File: config.mk
export PLATFORM = sky130hd
export DESIGN_NAME = midi_step_sequencer
export DESIGN_NICKNAME = d
export VERILOG_FILES = /design/src/rtl/core/msq_pkg.sv /design/src/rtl/core/msq_ram.sv /design/src/rtl/core/msq_front.sv /design/src/rtl/core/msq_back.sv /design/src/rtl/core/midi_step_sequencer.sv
export SDC_FILE = /design/constraint.sdc
export NUM_CORES = 1
export LEC_CHECK = 0
export BUFFER_PORTS_ARGS = -buffer_cell sky130_fd_sc_hd__buf_2
export CAP_MARGIN = 20
export CORE_UTILIZATION = 45
export CTS_CLUSTER_SIZE = 28
export DETAILED_ROUTE_END_ITERATION = 16
export GPL_TIMING_DRIVEN = 0
export PLACE_DENSITY_LB_ADDON = 0.08
export SYNTH_ARGS = -nofsm -noshare
export SYNTH_HDL_FRONTEND = slang
export SYNTH_HIERARCHICAL = 1
export SYNTH_SLANG_ARGS = --single-unit
File: constraint.sdc
create_clock -name clk_i -period 6.77 [get_ports clk_i]
set_clock_uncertainty 0.15 [all_clocks]
set_input_delay 0.3385 -clock clk_i [delete_from_list [all_inputs] [get_ports clk_i]]
set_output_delay 0.3385 -clock clk_i [all_outputs]
set_load 0.1 [all_outputs]
File: src/rtl/core/msq_pkg.sv
// Shared types, constants and tables of the MIDI step sequencer.
`default_nettype none

package msq_pkg;

  localparam int unsigned STEP_COUNT_DEF = 16;
  localparam int unsigned CMD_Q_DEPTH    = 2;

  localparam int unsigned MODE_W  = 3;
  localparam int unsigned NOTE_W  = 7;
  localparam int unsigned VEL_W   = 7;
  localparam int unsigned STEP_W  = 4;
  localparam int unsigned CNT_W   = 26;
  localparam int unsigned TDATA_W = 24;

  localparam int unsigned CFG_IDX_W  = 2;
  localparam int unsigned CFG_DATA_W = CNT_W;

  // Register indexes on the configuration port
  localparam logic [CFG_IDX_W-1:0] REG_STEP_PERIOD = 2'd0;
  localparam logic [CFG_IDX_W-1:0] REG_FIRST_STEP  = 2'd1;
  localparam logic [CFG_IDX_W-1:0] REG_LAST_STEP   = 2'd2;

  localparam logic [CNT_W-1:0]  STEP_PERIOD_RST = 26'd500000;
  localparam logic [STEP_W-1:0] FIRST_STEP_RST  = 4'd0;
  localparam logic [STEP_W-1:0] LAST_STEP_RST   = 4'd15;
  localparam logic [VEL_W-1:0]  VEL_RST         = 7'd127;
  localparam logic [CNT_W-1:0]  CNT_MAX         = '1;

  // Input mode codes
  localparam logic [MODE_W-1:0] MODE_TICK    = 3'd0;
  localparam logic [MODE_W-1:0] MODE_NOTE    = 3'd1;
  localparam logic [MODE_W-1:0] MODE_EDIT    = 3'd2;
  localparam logic [MODE_W-1:0] MODE_TOGGLE  = 3'd3;
  localparam logic [MODE_W-1:0] MODE_RECORD  = 3'd4;

  typedef enum logic [2:0] {
    CMD_TICK,
    CMD_NOTE,
    CMD_EDIT,
    CMD_TOGGLE,
    CMD_RECORD
  } cmd_kind_e;

  typedef enum logic {
    EVT_NOTE_ON  = 1'b0,
    EVT_NOTE_OFF = 1'b1
  } evt_kind_e;

  typedef struct packed {
    cmd_kind_e         kind;
    logic [NOTE_W-1:0] note;
    logic [VEL_W-1:0]  vel;
    logic [STEP_W-1:0] idx;
    logic              active;
  } cmd_t;

  typedef struct packed {
    evt_kind_e         kind;
    logic [NOTE_W-1:0] note;
    logic [VEL_W-1:0]  vel;
    logic [STEP_W-1:0] step;
    logic              last;
  } evt_t;

  // Power-up pattern, repeated every sixteen steps
  function automatic logic [NOTE_W-1:0] preset_note(input logic [STEP_W-1:0] idx);
    logic [NOTE_W-1:0] n;
    case (idx)
      4'd0:    n = 7'd74;
      4'd1:    n = 7'd78;
      4'd2:    n = 7'd81;
      4'd3:    n = 7'd86;
      4'd4:    n = 7'd90;
      4'd5:    n = 7'd93;
      4'd6:    n = 7'd98;
      4'd7:    n = 7'd102;
      4'd8:    n = 7'd57;
      4'd9:    n = 7'd61;
      4'd10:   n = 7'd66;
      4'd11:   n = 7'd69;
      4'd12:   n = 7'd73;
      4'd13:   n = 7'd78;
      4'd14:   n = 7'd81;
      default: n = 7'd85;
    endcase
    return n;
  endfunction

endpackage

`default_nettype wire

File: src/rtl/core/msq_ram.sv
// Generic single-port-write, single-port-read RAM with registered read data.
`default_nettype none

module msq_ram #(
  parameter int unsigned WIDTH = 8,
  parameter int unsigned DEPTH = 16
) (
  input  wire logic                     clk_i,
  input  wire logic                     we_i,
  input  wire logic [$clog2(DEPTH)-1:0] waddr_i,
  input  wire logic [WIDTH-1:0]         wdata_i,
  input  wire logic                     re_i,
  input  wire logic [$clog2(DEPTH)-1:0] raddr_i,
  output logic      [WIDTH-1:0]         rdata_o
);

  logic [WIDTH-1:0] mem_q [DEPTH];

  always_ff @(posedge clk_i) begin
    if (we_i) begin
      mem_q[waddr_i] <= wdata_i;
    end
    if (re_i) begin
      rdata_o <= mem_q[raddr_i];
    end
  end

endmodule

`default_nettype wire

File: src/rtl/core/msq_front.sv
// Front end: accepts input items, classifies them and queues commands.
`default_nettype none

module msq_front
  import msq_pkg::*;
(
  input  wire logic               clk_i,
  input  wire logic               rst_ni,
  input  wire logic               s_axis_tvalid,
  output logic                    s_axis_tready,
  input  wire logic [TDATA_W-1:0] s_axis_tdata,
  input  wire logic [MODE_W-1:0]  s_axis_tuser,
  output logic                    cmd_valid_o,
  output cmd_t                    cmd_o,
  input  wire logic               cmd_pop_i
);

  localparam int unsigned PW = (CMD_Q_DEPTH > 1) ? $clog2(CMD_Q_DEPTH) : 1;
  localparam int unsigned CW = $clog2(CMD_Q_DEPTH + 1);

  cmd_t           q_mem_q [CMD_Q_DEPTH];
  logic [PW-1:0]  wr_ptr_q, wr_ptr_d;
  logic [PW-1:0]  rd_ptr_q, rd_ptr_d;
  logic [CW-1:0]  count_q, count_d;
  cmd_t           cmd_in;
  logic           keep;
  logic           push;
  logic           pop;

  // Classify the item; drop codes that do nothing and zero-velocity notes
  always_comb begin
    cmd_in.note   = s_axis_tdata[NOTE_W-1:0];
    cmd_in.vel    = s_axis_tdata[NOTE_W+VEL_W-1:NOTE_W];
    cmd_in.idx    = s_axis_tdata[NOTE_W+VEL_W+STEP_W-1:NOTE_W+VEL_W];
    cmd_in.active = s_axis_tdata[NOTE_W+VEL_W+STEP_W];
    cmd_in.kind   = CMD_TICK;
    keep          = 1'b1;
    case (s_axis_tuser)
      MODE_TICK:   cmd_in.kind = CMD_TICK;
      MODE_NOTE: begin
        cmd_in.kind = CMD_NOTE;
        keep        = (cmd_in.vel != '0);
      end
      MODE_EDIT:   cmd_in.kind = CMD_EDIT;
      MODE_TOGGLE: cmd_in.kind = CMD_TOGGLE;
      MODE_RECORD: cmd_in.kind = CMD_RECORD;
      default:     keep = 1'b0;
    endcase
  end

  assign s_axis_tready = (32'(count_q) != CMD_Q_DEPTH);
  assign push          = s_axis_tvalid && s_axis_tready && keep;
  assign cmd_valid_o   = (count_q != '0);
  assign cmd_o         = q_mem_q[rd_ptr_q];
  assign pop           = cmd_pop_i && cmd_valid_o;

  always_comb begin
    wr_ptr_d = wr_ptr_q;
    rd_ptr_d = rd_ptr_q;
    count_d  = count_q;
    if (push) begin
      wr_ptr_d = (32'(wr_ptr_q) == CMD_Q_DEPTH - 1) ? '0 : wr_ptr_q + 1'b1;
    end
    if (pop) begin
      rd_ptr_d = (32'(rd_ptr_q) == CMD_Q_DEPTH - 1) ? '0 : rd_ptr_q + 1'b1;
    end
    if (push && !pop) begin
      count_d = count_q + 1'b1;
    end else if (pop && !push) begin
      count_d = count_q - 1'b1;
    end
  end

  always_ff @(posedge clk_i or negedge rst_ni) begin
    if (!rst_ni) begin
      wr_ptr_q <= '0;
      rd_ptr_q <= '0;
      count_q  <= '0;
    end else begin
      wr_ptr_q <= wr_ptr_d;
      rd_ptr_q <= rd_ptr_d;
      count_q  <= count_d;
    end
  end

  always_ff @(posedge clk_i) begin
    if (push) begin
      q_mem_q[wr_ptr_q] <= cmd_in;
    end
  end

endmodule

`default_nettype wire

File: src/rtl/core/msq_back.sv
// Back end: pattern store, play/record state, timing counters and event output.
`default_nettype none

module msq_back
  import msq_pkg::*;
#(
  parameter int unsigned STEP_COUNT = STEP_COUNT_DEF
) (
  input  wire logic                  clk_i,
  input  wire logic                  rst_ni,
  input  wire logic                  cmd_valid_i,
  input  wire cmd_t                  cmd_i,
  output logic                       cmd_pop_o,
  input  wire logic                  cfg_we_i,
  input  wire logic [CFG_IDX_W-1:0]  cfg_idx_i,
  input  wire logic [CFG_DATA_W-1:0] cfg_data_i,
  output logic                       evt_valid_o,
  input  wire logic                  evt_ready_i,
  output evt_t                       evt_o
);

  localparam int unsigned IW   = $clog2(STEP_COUNT);
  localparam int unsigned NV_W = NOTE_W + VEL_W;
  localparam logic [IW-1:0] PREV_RST = (STEP_COUNT > 16) ? IW'(15) : IW'(STEP_COUNT - 1);

  typedef enum logic [1:0] {
    S_IDLE,
    S_EMIT,
    S_REC_OFF
  } state_e;

  state_e            state_q, state_d;
  logic [CNT_W-1:0]  period_q, period_d;
  logic [STEP_W-1:0] first_q, first_d;
  logic [STEP_W-1:0] last_q, last_d;
  logic [IW-1:0]     cur_q, cur_d;
  logic [IW-1:0]     prev_q, prev_d;
  logic              play_q, play_d;
  logic              rec_q, rec_d;
  logic [CNT_W-1:0]  tsp_q, tsp_d;
  logic [CNT_W-1:0]  tso_q, tso_d;
  logic [STEP_COUNT-1:0] nv_valid_q, nv_valid_d;
  logic [STEP_COUNT-1:0] en_valid_q, en_valid_d;
  logic              nv_vld_rd_q, en_vld_rd_q;
  logic [IW-1:0]     rd_addr_q;

  // Pending emission descriptor
  evt_kind_e         ekind_q, ekind_d;
  logic [IW-1:0]     estep_q, estep_d;
  logic              elast_q, elast_d;
  logic              need_en_q, need_en_d;
  logic              sweep_q, sweep_d;
  logic              edit_q, edit_d;
  logic [NOTE_W-1:0] hold_note_q, hold_note_d;
  logic [VEL_W-1:0]  hold_vel_q, hold_vel_d;
  logic              hold_act_q, hold_act_d;

  logic              out_vld_q;
  evt_t              out_q;
  logic              emit;
  evt_t              emit_evt;
  logic              slot_free;

  logic              rd_en;
  logic [IW-1:0]     rd_addr;
  logic              nv_we;
  logic [IW-1:0]     nv_waddr;
  logic [NV_W-1:0]   nv_wdata;
  logic              en_we;
  logic              en_wdata;
  logic [NV_W-1:0]   nv_rdata;
  logic [0:0]        en_rdata;
  logic [NOTE_W-1:0] rd_note;
  logic [VEL_W-1:0]  rd_vel;
  logic              rd_en_flag;
  logic [CNT_W-1:0]  tsp_n, tso_n;
  logic [IW-1:0]     eidx;

  function automatic logic [IW-1:0] clamp_idx(input logic [STEP_W-1:0] v);
    logic [IW-1:0] r;
    if (32'(v) < STEP_COUNT) begin
      r = IW'(v);
    end else begin
      r = IW'(STEP_COUNT - 1);
    end
    return r;
  endfunction

  function automatic logic [IW-1:0] next_step(input logic [IW-1:0] cur,
                                              input logic [STEP_W-1:0] first,
                                              input logic [STEP_W-1:0] last);
    logic [IW:0]   nxt;
    logic [IW-1:0] r;
    nxt = {1'b0, cur} + 1'b1;
    if (32'(nxt) > 32'(last) || 32'(nxt) >= STEP_COUNT) begin
      r = clamp_idx(first);
    end else begin
      r = nxt[IW-1:0];
    end
    return r;
  endfunction

  msq_ram #(
    .WIDTH(NV_W),
    .DEPTH(STEP_COUNT)
  ) u_nv_ram (
    .clk_i   (clk_i),
    .we_i    (nv_we),
    .waddr_i (nv_waddr),
    .wdata_i (nv_wdata),
    .re_i    (rd_en),
    .raddr_i (rd_addr),
    .rdata_o (nv_rdata)
  );

  msq_ram #(
    .WIDTH(1),
    .DEPTH(STEP_COUNT)
  ) u_en_ram (
    .clk_i   (clk_i),
    .we_i    (en_we),
    .waddr_i (nv_waddr),
    .wdata_i (en_wdata),
    .re_i    (rd_en),
    .raddr_i (rd_addr),
    .rdata_o (en_rdata)
  );

  // Never-written entries read as the power-up pattern
  assign rd_note    = nv_vld_rd_q ? nv_rdata[NOTE_W-1:0] : preset_note(STEP_W'(rd_addr_q));
  assign rd_vel     = nv_vld_rd_q ? nv_rdata[NV_W-1:NOTE_W] : VEL_RST;
  assign rd_en_flag = en_vld_rd_q ? en_rdata[0] : 1'b1;

  assign slot_free = !out_vld_q || evt_ready_i;
  assign tsp_n     = (tsp_q != CNT_MAX) ? tsp_q + 1'b1 : tsp_q;
  assign tso_n     = (tso_q != CNT_MAX) ? tso_q + 1'b1 : tso_q;
  assign eidx      = clamp_idx(cmd_i.idx);

  always_comb begin
    state_d     = state_q;
    period_d    = period_q;
    first_d     = first_q;
    last_d      = last_q;
    cur_d       = cur_q;
    prev_d      = prev_q;
    play_d      = play_q;
    rec_d       = rec_q;
    tsp_d       = tsp_q;
    tso_d       = tso_q;
    nv_valid_d  = nv_valid_q;
    en_valid_d  = en_valid_q;
    ekind_d     = ekind_q;
    estep_d     = estep_q;
    elast_d     = elast_q;
    need_en_d   = need_en_q;
    sweep_d     = sweep_q;
    edit_d      = edit_q;
    hold_note_d = hold_note_q;
    hold_vel_d  = hold_vel_q;
    hold_act_d  = hold_act_q;
    cmd_pop_o   = 1'b0;
    rd_en       = 1'b0;
    rd_addr     = '0;
    nv_we       = 1'b0;
    en_we       = 1'b0;
    nv_waddr    = cur_q;
    nv_wdata    = {cmd_i.vel, cmd_i.note};
    en_wdata    = hold_act_q;
    emit        = 1'b0;
    emit_evt    = '{kind: EVT_NOTE_OFF, note: rd_note, vel: '0,
                    step: STEP_W'(estep_q), last: elast_q};

    if (cfg_we_i) begin
      case (cfg_idx_i)
        REG_STEP_PERIOD: period_d = cfg_data_i;
        REG_FIRST_STEP:  first_d  = cfg_data_i[STEP_W-1:0];
        REG_LAST_STEP:   last_d   = cfg_data_i[STEP_W-1:0];
        default: ;
      endcase
    end

    case (state_q)
      S_IDLE: begin
        if (cmd_valid_i && slot_free) begin
          cmd_pop_o = 1'b1;
          case (cmd_i.kind)
            CMD_TICK: begin
              tsp_d = tsp_n;
              tso_d = tso_n;
              if (play_q && tsp_n > period_q) begin
                tsp_d     = '0;
                rd_en     = 1'b1;
                rd_addr   = cur_q;
                ekind_d   = EVT_NOTE_ON;
                estep_d   = cur_q;
                elast_d   = 1'b1;
                need_en_d = 1'b1;
                prev_d    = cur_q;
                cur_d     = next_step(cur_q, first_q, last_q);
                state_d   = S_EMIT;
              end else if (play_q && tsp_n > (period_q >> 1) && tso_n > period_q) begin
                tso_d     = '0;
                rd_en     = 1'b1;
                rd_addr   = prev_q;
                ekind_d   = EVT_NOTE_OFF;
                estep_d   = prev_q;
                elast_d   = 1'b1;
                need_en_d = 1'b0;
                state_d   = S_EMIT;
              end
            end
            CMD_NOTE: begin
              if (rec_q) begin
                nv_we               = 1'b1;
                nv_waddr            = cur_q;
                nv_valid_d[cur_q]   = 1'b1;
                emit                = 1'b1;
                emit_evt            = '{kind: EVT_NOTE_ON, note: cmd_i.note, vel: cmd_i.vel,
                                        step: STEP_W'(cur_q), last: 1'b0};
                hold_note_d         = cmd_i.note;
                estep_d             = cur_q;
                prev_d              = cur_q;
                cur_d               = next_step(cur_q, first_q, last_q);
                state_d             = S_REC_OFF;
              end
            end
            CMD_EDIT: begin
              rd_en       = 1'b1;
              rd_addr     = eidx;
              ekind_d     = EVT_NOTE_OFF;
              estep_d     = eidx;
              elast_d     = 1'b1;
              need_en_d   = 1'b0;
              edit_d      = 1'b1;
              hold_note_d = cmd_i.note;
              hold_vel_d  = cmd_i.vel;
              hold_act_d  = cmd_i.active;
              state_d     = S_EMIT;
            end
            CMD_TOGGLE: begin
              play_d = !play_q;
              rec_d  = 1'b0;
              if (play_q) begin
                // Stop: sweep note-offs over the whole pattern
                rd_en     = 1'b1;
                rd_addr   = '0;
                ekind_d   = EVT_NOTE_OFF;
                estep_d   = '0;
                elast_d   = 1'b0;
                need_en_d = 1'b0;
                sweep_d   = 1'b1;
                state_d   = S_EMIT;
              end
            end
            CMD_RECORD: begin
              play_d = 1'b0;
              rec_d  = 1'b1;
              cur_d  = '0;
              prev_d = clamp_idx(last_q);
            end
            default: ;
          endcase
        end
      end
      S_EMIT: begin
        if (slot_free) begin
          emit              = !(need_en_q && !rd_en_flag);
          emit_evt.kind     = ekind_q;
          emit_evt.note     = rd_note;
          emit_evt.vel      = (ekind_q == EVT_NOTE_ON) ? rd_vel : '0;
          if (edit_q) begin
            nv_we               = 1'b1;
            en_we               = 1'b1;
            nv_waddr            = estep_q;
            nv_wdata            = {hold_vel_q, hold_note_q};
            en_wdata            = hold_act_q;
            nv_valid_d[estep_q] = 1'b1;
            en_valid_d[estep_q] = 1'b1;
            edit_d              = 1'b0;
          end
          if (sweep_q && !elast_q) begin
            rd_en   = 1'b1;
            rd_addr = estep_q + 1'b1;
            estep_d = estep_q + 1'b1;
            elast_d = (32'(estep_q) + 1 == STEP_COUNT - 1);
          end else begin
            sweep_d = 1'b0;
            state_d = S_IDLE;
          end
        end
      end
      S_REC_OFF: begin
        if (slot_free) begin
          emit     = 1'b1;
          emit_evt = '{kind: EVT_NOTE_OFF, note: hold_note_q, vel: '0,
                       step: STEP_W'(estep_q), last: 1'b1};
          state_d  = S_IDLE;
        end
      end
      default: state_d = S_IDLE;
    endcase
  end

  always_ff @(posedge clk_i or negedge rst_ni) begin
    if (!rst_ni) begin
      state_q    <= S_IDLE;
      period_q   <= STEP_PERIOD_RST;
      first_q    <= FIRST_STEP_RST;
      last_q     <= LAST_STEP_RST;
      cur_q      <= '0;
      prev_q     <= PREV_RST;
      play_q     <= 1'b1;
      rec_q      <= 1'b0;
      tsp_q      <= '0;
      tso_q      <= '0;
      nv_valid_q <= '0;
      en_valid_q <= '0;
      need_en_q  <= 1'b0;
      sweep_q    <= 1'b0;
      edit_q     <= 1'b0;
      elast_q    <= 1'b0;
      ekind_q    <= EVT_NOTE_OFF;
      out_vld_q  <= 1'b0;
    end else begin
      state_q    <= state_d;
      period_q   <= period_d;
      first_q    <= first_d;
      last_q     <= last_d;
      cur_q      <= cur_d;
      prev_q     <= prev_d;
      play_q     <= play_d;
      rec_q      <= rec_d;
      tsp_q      <= tsp_d;
      tso_q      <= tso_d;
      nv_valid_q <= nv_valid_d;
      en_valid_q <= en_valid_d;
      need_en_q  <= need_en_d;
      sweep_q    <= sweep_d;
      edit_q     <= edit_d;
      elast_q    <= elast_d;
      ekind_q    <= ekind_d;
      if (emit) begin
        out_vld_q <= 1'b1;
      end else if (evt_ready_i) begin
        out_vld_q <= 1'b0;
      end
    end
  end

  always_ff @(posedge clk_i) begin
    estep_q     <= estep_d;
    hold_note_q <= hold_note_d;
    hold_vel_q  <= hold_vel_d;
    hold_act_q  <= hold_act_d;
    if (rd_en) begin
      rd_addr_q   <= rd_addr;
      nv_vld_rd_q <= nv_valid_q[rd_addr];
      en_vld_rd_q <= en_valid_q[rd_addr];
    end
    if (emit) begin
      out_q <= emit_evt;
    end
  end

  assign evt_valid_o = out_vld_q;
  assign evt_o       = out_q;

endmodule

`default_nettype wire

File: src/rtl/core/midi_step_sequencer.sv
// MIDI step sequencer: a step pattern played from ticks, with record, edit and stop.
//
// Input stream (s_axis): one item per transaction; tuser carries the mode (tick,
// received note-on, edit step, toggle play, enter record). A two-entry command
// queue takes an item in every cycle while it has room.
// Output stream (m_axis): note-on/note-off events; tuser is the event kind and
// tlast marks the final event caused by one input item.
// Event path: an item is written to the command queue; the back end pops it when
// idle and the output register is free, reads the pattern RAM for a tick or edit
// event, then loads the event into the output register. An item with no event is
// popped with no output; a recorded note emits its note-on, then its note-off; a stop
// sends STEP_COUNT note-offs, one note-off per cycle while the output register is free.
// Reset: pattern returns to its power-up notes at full velocity with every step
// enabled, playback running from step 0, period 500000 ticks.
// Receiver stall: the output register holds its event, the back end waits, and
// the command queue fills before s_axis_tready drops.
// Configuration: cfg_we_i writes register cfg_idx_i (0 step period, 1 first
// step, 2 last step) at the clock edge; write only while idle.
`default_nettype none

module midi_step_sequencer
  import msq_pkg::*;
#(
  parameter int unsigned STEP_COUNT = STEP_COUNT_DEF
) (
  input  wire logic                  clk_i,
  input  wire logic                  rst_ni,
  input  wire logic                  s_axis_tvalid,
  output logic                       s_axis_tready,
  // note_value[6:0], note_velocity[13:7], edit_index[17:14], edit_active[18], zero
  input  wire logic [TDATA_W-1:0]    s_axis_tdata,
  // mode[2:0]
  input  wire logic [MODE_W-1:0]     s_axis_tuser,
  output logic                       m_axis_tvalid,
  input  wire logic                  m_axis_tready,
  // out_note[6:0], out_velocity[13:7], out_step[17:14], zero
  output logic      [TDATA_W-1:0]    m_axis_tdata,
  // event_kind[0]
  output logic                       m_axis_tuser,
  output logic                       m_axis_tlast,
  input  wire logic                  cfg_we_i,
  input  wire logic [CFG_IDX_W-1:0]  cfg_idx_i,
  input  wire logic [CFG_DATA_W-1:0] cfg_data_i
);

  logic cmd_valid;
  cmd_t cmd;
  logic cmd_pop;
  evt_t evt;

  msq_front u_front (
    .clk_i         (clk_i),
    .rst_ni        (rst_ni),
    .s_axis_tvalid (s_axis_tvalid),
    .s_axis_tready (s_axis_tready),
    .s_axis_tdata  (s_axis_tdata),
    .s_axis_tuser  (s_axis_tuser),
    .cmd_valid_o   (cmd_valid),
    .cmd_o         (cmd),
    .cmd_pop_i     (cmd_pop)
  );

  msq_back #(
    .STEP_COUNT(STEP_COUNT)
  ) u_back (
    .clk_i       (clk_i),
    .rst_ni      (rst_ni),
    .cmd_valid_i (cmd_valid),
    .cmd_i       (cmd),
    .cmd_pop_o   (cmd_pop),
    .cfg_we_i    (cfg_we_i),
    .cfg_idx_i   (cfg_idx_i),
    .cfg_data_i  (cfg_data_i),
    .evt_valid_o (m_axis_tvalid),
    .evt_ready_i (m_axis_tready),
    .evt_o       (evt)
  );

  assign m_axis_tdata = {(TDATA_W - NOTE_W - VEL_W - STEP_W)'(0), evt.step, evt.vel, evt.note};
  assign m_axis_tuser = evt.kind;
  assign m_axis_tlast = evt.last;

endmodule

`default_nettype wire

# --- Word level (Yosys, flattened, before mapping) ---
# Memory sizes are Yosys's and may differ from the RTL's. A register that Yosys moved wholly into a read port is not among the register bits.
# Cells that the tools add are included.
op_classes:
  n_addsub: 9
  n_lt_le_gt_ge: 10
  eq_ne: 36
  mux: 130
  bitwise: 3
  reduce_logical: 52
ops:
  columns: ["cell", "count"]
  rows:
  - ["26-bit two-way mux", 5]
  - ["16-bit two-way mux", 5]
  - ["4-bit two-way mux", 20]
  - ["20-bit two-way mux", 3]
  - ["26-bit by 1-bit adder with 26-bit output, second input constant", 2]
  - ["26-bit > comparator", 2]
  - ["26-bit != test, second input constant", 2]
  - ["1-bit two-way mux", 48]
  - ["16-bit OR", 3]
  - ["15-bit one-hot mux with 3 select lines", 1]
  - ["14-bit two-way mux", 3]
  - ["32-bit by 4-bit equality test with 1-bit output, second input constant", 1]
  - ["16-bit one-hot mux with 2 select lines", 1]
  - ["7-bit two-way mux", 4]
  - ["26-bit by 25-bit > comparator with 1-bit output", 1]
  - ["4-bit one-hot mux with 2 select lines", 3]
  - ["4-bit one-hot mux with 3 select lines", 2]
  - ["2-bit two-way mux", 10]
  - ["2-bit by 1-bit != test with 1-bit output, second input constant", 10]
  - ["19-bit two-way mux", 1]
  - ["1-bit one-hot mux with 2 select lines", 8]
  - ["4-bit one-hot mux with 4 select lines", 1]
  - ["8-bit AND reduction", 2]
  - ["4-bit by 5-bit < comparator with 1-bit output, second input constant", 3]
  - ["43 further kinds", 99]
word_totals:
  reg_bits: 185
  ramBits: 284
  romBits: 112
  word_cells: 277
  n_memories: 4
mem_list:
  columns: ["memory", "words", "word_bits", "rd", "rd_clocked_by_memory_dff", "write_ports", "line_no", "text"]
  rows:
  - ["u_back.u_nv_ram.mem_q", 16, 14, 1, 1, 1, "msq_ram.sv:17", "logic [WIDTH-1:0] mem_q [DEPTH];"]
  - ["(name not given)", 16, 7, 1, 1, 0, "msq_pkg.sv:69", "case (idx)"]
  - ["u_front.q_mem_q", 2, 22, 1, 0, 1, "msq_front.sv:21", "cmd_t q_mem_q [CMD_Q_DEPTH];"]
  - ["u_back.u_en_ram.mem_q", 16, 1, 1, 1, 1, "msq_ram.sv:17", null]

# --- Depth between registers and ports, before layout ---
# Gate-level depths: netlist (run 1).
logic_depth:
  word_depth: 12
  mapped_depth: 29
  ltp_nobuf: 23

# --- Hierarchy ---
# Netlist (run 1), hierarchy kept.
by_module_without_submodules:
  columns: ["mod", "instances", "cells_per_inst", "area_per_inst_um2"]
  rows:
  - ["msq_back", 1, 1248, 11648.7]
  - ["msq_ram at u_back.u_nv_ram", 1, 379, 8903.5]
  - ["msq_front", 1, 101, 1880.6]
  - ["msq_ram at u_back.u_en_ram", 1, 47, 755.7]
  - ["midi_step_sequencer", 1, 7, 48.8]

# --- Least setup slack after synthesis (run 1) ---
# Ideal clock, no wire load.
synth_path:
  kind: "reg2reg"
  start: "register u_back.tsp_q[19]"
  end: "register u_back.u_nv_ram.rdata_o[10], read port of u_back.u_nv_ram.mem_q (data pin)"
  setup_time_ns: 0.259
  t_arrival_ns: 5.684
  t_required_ns: 6.361
  path_slack_ns: 0.677
  path_stages_with_launch: 29
  period_less_slack_ns: 6.093
  cell_sequence: "dfrtp_1 > buf_2 > and4_4 > and4bb_1 > nand3_1 > clkbuf_1 > nand2_1 > nor2_1 > nand2_1 > nor2_1 > nand3_1 > xnor2_1 > ha_1 > nand3_1 > nor2_1 > o211ai_1 > o221ai_1 > a21oi_1 > or2_1 > clkbuf_1 > o31ai_1 > or2_1 > buf_6 > buf_6 > buf_6 > buf_4 > mux4_2 > a22oi_1 > nand2_1"
synth_via:
  elab_chain_cells: 10
  elab_cells_between_ends: 18
  classes_between: "add/sub (1); order compare (2); eq/ne (1); mux (11); reduce/logical (3)"
synth_lines:
  columns: ["item", "line_no", "text"]
  rows:
  - ["from (decl)", "msq_back.sv:40", "logic [CNT_W-1:0] tsp_q, tsp_d;"]
  - ["from (signal assigned)", "msq_back.sv:333", "tsp_q <= tsp_d;"]
  - ["26-bit by 1-bit adder with 26-bit output / 26-bit != test (equally long branches)", "msq_back.sv:135", "assign tsp_n = (tsp_q != CNT_MAX) ? tsp_q + 1'b1 : tsp_q;"]
  - ["26-bit two-way mux (*)", "msq_back.sv:135", null]
  - ["26-bit by 25-bit > comparator with 1-bit output", "msq_back.sv:201", "end else if (play_q && tsp_n > (period_q >> 1) && tso_n > period_q) begin"]
  - ["1-bit logical AND (2 in series)", "msq_back.sv:201", null]
  - ["4-bit two-way mux", "msq_back.sv:201", null]
  - ["4-bit two-way mux (*)", "msq_back.sv:190", "if (play_q && tsp_n > period_q) begin"]
  - ["4-bit one-hot mux with 2 select lines (*)", "msq_back.sv:186", "case (cmd_i.kind)"]
  - ["4-bit two-way mux (*)", "msq_back.sv:184", "if (cmd_valid_i && slot_free) begin"]
  - ["4-bit one-hot mux with 2 select lines (*)", "msq_back.sv:182", "case (state_q)"]
  - ["net u_back.rd_addr[0]", "msq_back.sv:65", "logic [IW-1:0] rd_addr;"]
  - ["to (decl)", "msq_ram.sv:14", "output logic [WIDTH-1:0] rdata_o"]
# The timed path passes the listed nets; every way through them passes the cells marked *.
# A chain may end at the register's enable or synchronous reset.

# --- Final worst setup path (run 1) ---
layout_path:
  start: "register u_back.tsp_q[19]"
  end: "register u_back.u_nv_ram.rdata_o[1], read port of u_back.u_nv_ram.mem_q (data pin)"
# The elaborated chain is that of the path after synthesis.

==> results of run 1 <==
worst max-delay path: stages, from the launching register on:
cell      delay, ns
dfrtp_1        0.35
buf_2          0.17
and4_4         0.23
and4bb_1       0.22
nand3_1        0.11
clkbuf_2       0.24
nand2_2        0.15
nor2_4         0.23
nand2_1        0.12
nor2_4         0.19
nand3_1        0.18
xnor2_2        0.20
ha_1           0.34
nand3_1        0.11
nor2_2         0.22
nand3_1        0.20
a2bb2o_4       0.26
a31oi_4        0.19
a211oi_4       0.09
a31o_2         0.31
a21oi_4        0.29
inv_1          0.10
clkbuf_4       0.25
clkbuf_4       0.26
buf_2          0.27
mux4_2         0.32
a22oi_1        0.32
nand2_1        0.10
power groups by stage:
| stage | Sequential [mW] | Combinational [mW] | Clock, mW |
|---|---|---|---|
| finish | 4.19 | 3.24 | 2.87 |
| CTS | 4.18 | 3.24 | 2.95 |
| global route | 4.23 | 3.50 | 3.05 |
| global placement | 4.24 | 3.04 | 0 |
| detailed placement | 4.23 | 3.17 | 0 |
| floorplan | 4.52 | 1.76 | 0 |
layout by cell type, fill, tap and decap left out, types with 27 or more instances in the layout:
| cell | n |
|---|---|
| xnor2_1 | 32 |
| clkbuf_1 | 50 |
| nand2_1 | 196 |
| nand4_1 | 30 |
| nand3_1 | 39 |
| edfxtp_1 | 344 |
| ha_1 | 94 |
| mux4_2 | 56 |
| clkbuf_16 | 53 |
| nor2_1 | 71 |
| dlygate4sd3_1 | 52 |
| buf_2 | 85 |
| mux2_2 | 39 |
| inv_1 | 70 |
| a21oi_1 | 51 |
| a22oi_1 | 50 |
| dfrtp_1 | 120 |
| o21ai_0 | 113 |
| nand2b_1 | 27 |
synth_stat cells (27+ instances only):
| library cell | instances |
|---|---|
| a21oi_1 | 54 |
| a22oi_1 | 62 |
| clkbuf_1 | 52 |
| dfrtp_1 | 123 |
| edfxtp_1 | 344 |
| ha_1 | 95 |
| inv_1 | 70 |
| mux2_2 | 39 |
| mux4_2 | 56 |
| nand2_1 | 198 |
| nand2b_1 | 27 |
| nand3_1 | 42 |
| nand4_1 | 30 |
| nor2_1 | 87 |
| nor3_1 | 28 |
| o21ai_0 | 115 |
| xnor2_1 | 35 |
flip-flops by register name, summed over array words and instances (netlist names), 2 cells and up, named ones only:
signal                   cells
u_back/en_valid_q           16
u_back/nv_valid_q           16
u_back/first_q               4
u_back/hold_note_q           7
u_back/prev_q                4
u_back/u_nv_ram/mem_q      224
u_back/hold_vel_q            7
u_back/tsp_q                26
u_front/count_q              2
u_back/last_q                4
u_back/estep_q               4
u_back/rd_addr_q             4
u_back/period_q             26
u_back/u_en_ram/mem_q       16
u_back/tso_q                26
u_back/u_nv_ram/rdata_o     14
u_back/evt_o                20
u_back/cur_q                 4
u_front/q_mem_q             44
u_back/state_q               2
timing repair:
item / in CTS / in global routing
hold buffers: 52 / 0
gates resized for setup: 35 / 30
gates cloned: 0 / 0
hold endpoints to repair: 123 / 0
setup endpoints to repair: 18 / 14
pin swaps: 2 / 6
buffers inserted: 4 / 3
worst paths after layout:
kind	endpoint	slack, ns
max	u_back/u_nv_ram/rdata_o[1]	0.32
min	u_front/q_mem_q[1][20]	0.04
max reg2reg	u_back/u_nv_ram/rdata_o[1]	0.32
min reg2reg	u_back/en_valid_q[10]	0.30
max in group asynchronous	u_back/nv_valid_q[15]	5.51
min in group asynchronous	u_back/period_q[7]	0.09
layout make-up:
class	instances	area (sq um)
plain buffers	76	407
well taps	672	841
clock buffers	63	1360
clock inverters	33	358
inverters	70	263
multi-input cells	1145	8900
fillers	4250	23300
repair buffers	150	1180
flip-flops and latches	491	14000
cells by family (layout without fill, tap and decap cells):
kind of cell,count (synthesis),count (layout),share of synthesized area (%)
compound gates,380,380,11.0
xor+xnor,55,55,2.07
fa+ha+maj,95,95,5.12
buf+inv,151,392,2.84
flops,491,491,60.2
mux,119,119,8.67
other cells,1,6,0.0161
simple gates,490,490,10.1
metal layers:
layer	routed length, um	GRT usage [%]	share of wire (%)
met1	26500	30.6	43
met2	30600	40.8	50
met3	2610	2.96	4.2
met4	1920	8.44	3.1
met5	0	0	0
==> impl_metrics.env, run 1 <==
export IMPL_dp_slack_ns=-1.59
export IMPL_synth_area_sq_mm=0.0232
export IMPL_worst_r2r_startpoint="u_back/tsp_q[19]"
export IMPL_yosysWarnings=6
export IMPL_synth_cells=1782
export IMPL_worstMarginPinSlew_ns=0.997
export IMPL_synth_top_cell_by_area="edfxtp_1"
export IMPL_grt_max_degree=95
export IMPL_dp_hpwl_mm=43.8
export IMPL_overflow=0
export IMPL_ios=88
export IMPL_grt_pass1_wl_mm=93.8
export IMPL_fmax_mhz=155
export IMPL_finalWeightedCongestion=0.862
export IMPL_worstHoldPathType="primary input to flip-flop"
export IMPL_fin_tns_setup_ns=0
export IMPL_startpoint="u_back/tsp_q[19]"
export IMPL_place_inst=2548
export IMPL_min_period_over_period_pct=95.2
export IMPL_via_per_inst=5.71
export IMPL_ys_flop_type="edfxtp_1"
export IMPL_power_frac_comb_pct=31.5
export IMPL_die_y_um=229
export IMPL_hold_path_depth=2
export IMPL_die_w_um=229
export IMPL_postSynth_asyncResetShare_pct=28.5
export IMPL_path_class="flip-flop to flip-flop"
export IMPL_design_area_sq_mm=0.0273
export IMPL_p_leak_nw=10.3
export IMPL_cts_sinks=491
export IMPL_tritoncts="done"
export IMPL_grt_pass1_vias=15600
export IMPL_drtIter0Drc=1139
export IMPL_power_total_mw=10.3
export IMPL_nets=2141
export IMPL_intPower_mw=6.58
export IMPL_finalHoldViolCount=0
export IMPL_ant_nets=0
export IMPL_hp_start="s_axis_tuser[1]"
export IMPL_wire_per_inst_um=22.8
export IMPL_path_max_fanout=16
export IMPL_yosysSeqAreaShare_pct=60.2
export IMPL_clockBufferDepth=3
export IMPL_rr_worst_depth=27
export IMPL_numCtsBuffers=52
export IMPL_clkPwrFrac_pct=27.8
export IMPL_utilization_pct=54.0
export IMPL_cts_root_buf="clkbuf_16"
export IMPL_synth_seq_cells=491
export IMPL_drv_slew=0
export IMPL_drt_wl_total_mm=61.6
export IMPL_worst_setup_path_start_kind="flip-flop"
export IMPL_clk_latency_ns=0.61
export IMPL_period_needed_ns=6.45
export IMPL_power_switching_mw=3.72
export IMPL_vias=15400
export IMPL_layout_drive_gt1_share_pct=20.0
export IMPL_htreeDepth=2
export IMPL_ys_types=78
export IMPL_synth_edf_count=344
export IMPL_initial_core_util_pct=45.9
export IMPL_drt_pass1_iterations=6
export IMPL_insertedDiodeCount=0
export IMPL_area_growth_pct=17.5
export IMPL_path_clk_slew_ns=0.06
export IMPL_worst_slack_ns=0.324
export IMPL_die_area_sq_mm=0.0526
export IMPL_num_rows=82
export IMPL_arrival_ns=6.63
export IMPL_grt_use_total_pct=23.6
export IMPL_drc_errors=0
export IMPL_swShare_pct=36.1
export IMPL_antenna_found_initial=1
export IMPL_detailed_place_area_sq_mm=0.0248
export IMPL_setup_violations=0
export IMPL_seqPwrFrac_pct=40.7
export IMPL_core_area_sq_mm=0.0506
export IMPL_io_buffers=76
export IMPL_max_slew_margin_pct=32.8
export IMPL_final_cells=2700
export IMPL_ir_drop_v=0.000380
export IMPL_powerDensity_mw_per_mm2=377
export IMPL_rsz0062_at_grt="false"
export IMPL_outcome="finished clean"
export IMPL_synth_top_area_share_pct=44.5
export IMPL_max_cap_viol_count=0
export IMPL_yosys_top_cells_area="edfxtp_1 44%, dfrtp_1 13%, mux4_2 5.4%"
export IMPL_avgSynthCellArea_sq_um=13.0
export IMPL_end_kind="flip-flop"
export IMPL_whs_ns=0.0405
export IMPL_worst_ep_required_time_ns=6.96
Power figures use the tool's default switching activity.
==> inputs of run 2 (changes only) <==
--- a/config.mk
+++ b/config.mk
@@ -6,12 +6,13 @@
 export NUM_CORES = 1
 export LEC_CHECK = 0
 export BUFFER_PORTS_ARGS = -buffer_cell sky130_fd_sc_hd__buf_2
-export CAP_MARGIN = 20
+export CAP_MARGIN = 30
 export CORE_UTILIZATION = 45
 export CTS_CLUSTER_SIZE = 28
 export DETAILED_ROUTE_END_ITERATION = 16
 export GPL_TIMING_DRIVEN = 0
 export PLACE_DENSITY_LB_ADDON = 0.08
+export REMOVE_ABC_BUFFERS = 1
 export SYNTH_ARGS = -nofsm -noshare
 export SYNTH_HDL_FRONTEND = slang
 export SYNTH_HIERARCHICAL = 1
==> constraint.sdc (replaced) <==
create_clock -name clk_i -period 6.77 [get_ports clk_i]
set_clock_uncertainty 0.15 [all_clocks]
set_input_delay 0.677 -clock clk_i [delete_from_list [all_inputs] [get_ports clk_i]]
set_output_delay 0.677 -clock clk_i [all_outputs]
set_load 0.1 [all_outputs]
==> run 2 against run 1 <==
  * Combinational power decreased by 5%
  * Global-route usage decreased by 0.84 points
  * Final cell count is 3.7% lower
  * Routed wire length shrank 3.9%
  * Sequential cell count unchanged
  * Via count shrank 2.2%
  * Die area unchanged
  * Register-to-register slack got worse by 0.09 ns
  * Utilization down 1.0 points
  * Hold slack better by 0.051 ns
  * Sequential power about the same
  * Critical path depth decreased by 4
  * Largest cell class unchanged
==> impl_metrics.env, run 2 (synthesis results as in run 1) <==
export IMPL_hold_path_depth=1
export IMPL_outcome="finished clean"
export IMPL_insertedDiodeCount=0
export IMPL_dp_hpwl_mm=40.5
export IMPL_worstHoldPathType="primary input to flip-flop"
export IMPL_final_cells=2599
export IMPL_nFillCells=4278
export IMPL_holdPathEnd="u_front/q_mem_q[1][2]"
export IMPL_largest_register_ffs=224
export IMPL_worst_ep_required_time_ns=6.96
export IMPL_drv_slew=0
export IMPL_clk_latency_ns=0.63
export IMPL_wire_per_inst_um=22.8
export IMPL_final_cell_mix="344 x edfxtp_1, 196 x nand2_1, 123 x dfrtp_1"
export IMPL_die_y_um=229
export IMPL_rr_worst_depth=23
export IMPL_core_area_sq_mm=0.0506
export IMPL_drc_errors=0
export IMPL_hp_start="s_axis_tdata[15]"
export IMPL_path_clk_slew_ns=0.06
export IMPL_layout_drive_gt1_share_pct=19.8
export IMPL_cts_root_buf="clkbuf_16"
export IMPL_min_period_over_period_pct=96.6
export IMPL_r2r_end="u_back/u_nv_ram/rdata_o[13]"
export IMPL_finalWeightedCongestion=0.828
export IMPL_finalHoldViolCount=0
export IMPL_fin_tns_setup_ns=0
export IMPL_end_kind="flip-flop"
export IMPL_drt_pass1_iterations=5
export IMPL_grt_use_total_pct=22.8
export IMPL_vias=15100
export IMPL_tritoncts="done"
export IMPL_grt_max_degree=83
export IMPL_ff2ff_setup_slack_ns=0.23
export IMPL_fmax_mhz=153
export IMPL_wl_met2_mm=27.7
export IMPL_design_area_sq_mm=0.0268
export IMPL_cts_sinks=491
export IMPL_initial_core_util_pct=45.9
export IMPL_p_leak_nw=10.1
export IMPL_rsz0062_at_grt="false"
export IMPL_antenna_found_initial=1
export IMPL_numCtsBuffers=52
export IMPL_path_max_fanout=35
export IMPL_final_common_cell="edfxtp_1"
export IMPL_powerDensity_mw_per_mm2=381
export IMPL_drtIter0Drc=1205
export IMPL_ir_drop_v=0.000325
export IMPL_grt_pass1_wl_mm=91.3
export IMPL_top_register="u_back/u_nv_ram/mem_q"
export IMPL_num_rows=82
export IMPL_clockBufferDepth=3
export IMPL_ant_nets=0
export IMPL_period_needed_ns=6.54
export IMPL_reg_top3="u_back/u_nv_ram/mem_q (224), u_front/q_mem_q (44)"
export IMPL_nets=2040
export IMPL_max_cap_viol_count=0
export IMPL_via_per_inst=5.80
export IMPL_io_buffers=76
export IMPL_arrival_ns=6.73
export IMPL_wl_met1_mm=26.7
export IMPL_detailed_place_area_sq_mm=0.0248
export IMPL_worst_setup_path_start_kind="flip-flop"
export IMPL_worstMarginPinSlew_ns=1.10
export IMPL_path_class="flip-flop to flip-flop"
export IMPL_overflow=0
export IMPL_htreeDepth=2
export IMPL_max_slew_margin_pct=25.8
export IMPL_wl_met3_mm=2.99
export IMPL_area_growth_pct=15.4
export IMPL_setup_violations=0
export IMPL_die_area_sq_mm=0.0526
export IMPL_die_w_um=229
export IMPL_ios=88
export IMPL_worst_r2r_startpoint="u_back/tsp_q[8]"
export IMPL_grt_pass1_vias=15300
export IMPL_place_inst=2496
export IMPL_drt_wl_total_mm=59.2
export IMPL_highest_layer="met4"
==> run 2: changes by cell type in the layout (fill, tap and decap cells not counted), moves of 9 or more <==
cell / previous run / this run
a22oi_2: 12 / 0
dlygate4sd3_1: 52 / 1
clkbuf_1: 50 / 7
a22oi_1: 50 / 62
buf_4: 16 / 7
buf_2: 85 / 76
==> run 2: cell type report <==
cell class / count / area [sq um] / share of cell area, %
clock buffers: 61 / 1360 / 5.05
clock inverters: 35 / 400 / 1.49
inverters: 70 / 265 / 0.989
multi-input cells: 1146 / 8820 / 32.9
flip-flops and latches: 491 / 14000 / 52.2
well taps: 672 / 841 / 3.14
repair buffers: 124 / 1130 / 4.22
==> run 2: worst max path at each step <==
stage,slack [ns],start,cells past startpoint,to
final,0.23,u_back/tsp_q[8],23,u_back/u_nv_ram/rdata_o[13]
after floorplan,-1.43,u_back/tsp_q[0],22,u_back/u_en_ram/rdata_o
after global routing,0.004,u_back/tso_q[8],24,u_back/u_nv_ram/rdata_o[2]
after global placement,-5.31,u_back/tsp_q[0],22,u_back/u_en_ram/rdata_o
after CTS,0.004,u_back/tso_q[8],23,u_back/u_nv_ram/rdata_o[13]
after detailed placement,-1.20,u_back/tsp_q[0],25,u_back/u_nv_ram/rdata_o[13]
==> run 2: what timing repair did <==
action | 4_1_cts | 5_1_grt
setup endpoints to repair | 31 | 28
setup buffers | 4 | 0
gates cloned | 1 | 1
endpoints found under the hold margin | 51 | 0
hold buffers | 1 | 0
pin swaps | 3 | 0
resized for setup | 10 | 18
==> run 2: per-layer routing <==
metal / global-route usage, % / vias up
met3: 3.37 / 107
li1: - / 6959
met2: 36.5 / 401
met1: 31.6 / 7613
met5: 0 / -
met4: 8.35 / 0
==> run 2: power breakdown <==
part | internal, mW | switching, mW | leakage (nW) | total (mW)
Combinational | 0.953 | 2.14 | 4.28 | 3.09
Sequential | 3.94 | 0.252 | 4.94 | 4.19
Clock | 1.70 | 1.22 | 0.845 | 2.92
==> run 2: metrics by stage <==
stage | hold slack, ns | total power [mW] | utilization (%) | setup slack, ns
2_1_floorplan | 0.231 | 6.24 | - | -1.43
5_1_grt | 0.0828 | 10.7 | 53.0 | 0.00363
6_report | 0.0914 | 10.2 | 53.0 | 0.231
3_3_place_gp | 0.282 | 7.13 | 47.6 | -5.31
4_1_cts | 0.0641 | 10.3 | 52.8 | 0.00447
3_5_place_dp | 0.288 | 7.31 | 49.1 | -1.20
==> run 2: critical path, cell delays in order, from the launching register on <==
cell	delay, ns
dfrtp_1	0.47
nand4_1	0.35
nor3_2	0.36
nand3_2	0.17
and4b_1	0.29
and2_1	0.26
nand2_1	0.18
nor2_1	0.11
xor2_2	0.18
ha_1	0.31
nand4_1	0.09
nor2_1	0.15
o211ai_1	0.14
o221ai_1	0.33
a21oi_4	0.12
or2_4	0.33
buf_16	0.18
o31ai_4	0.39
or2_4	0.24
buf_16	0.26
buf_16	0.21
mux4_2	0.51
a22oi_1	0.27
nand2_1	0.18
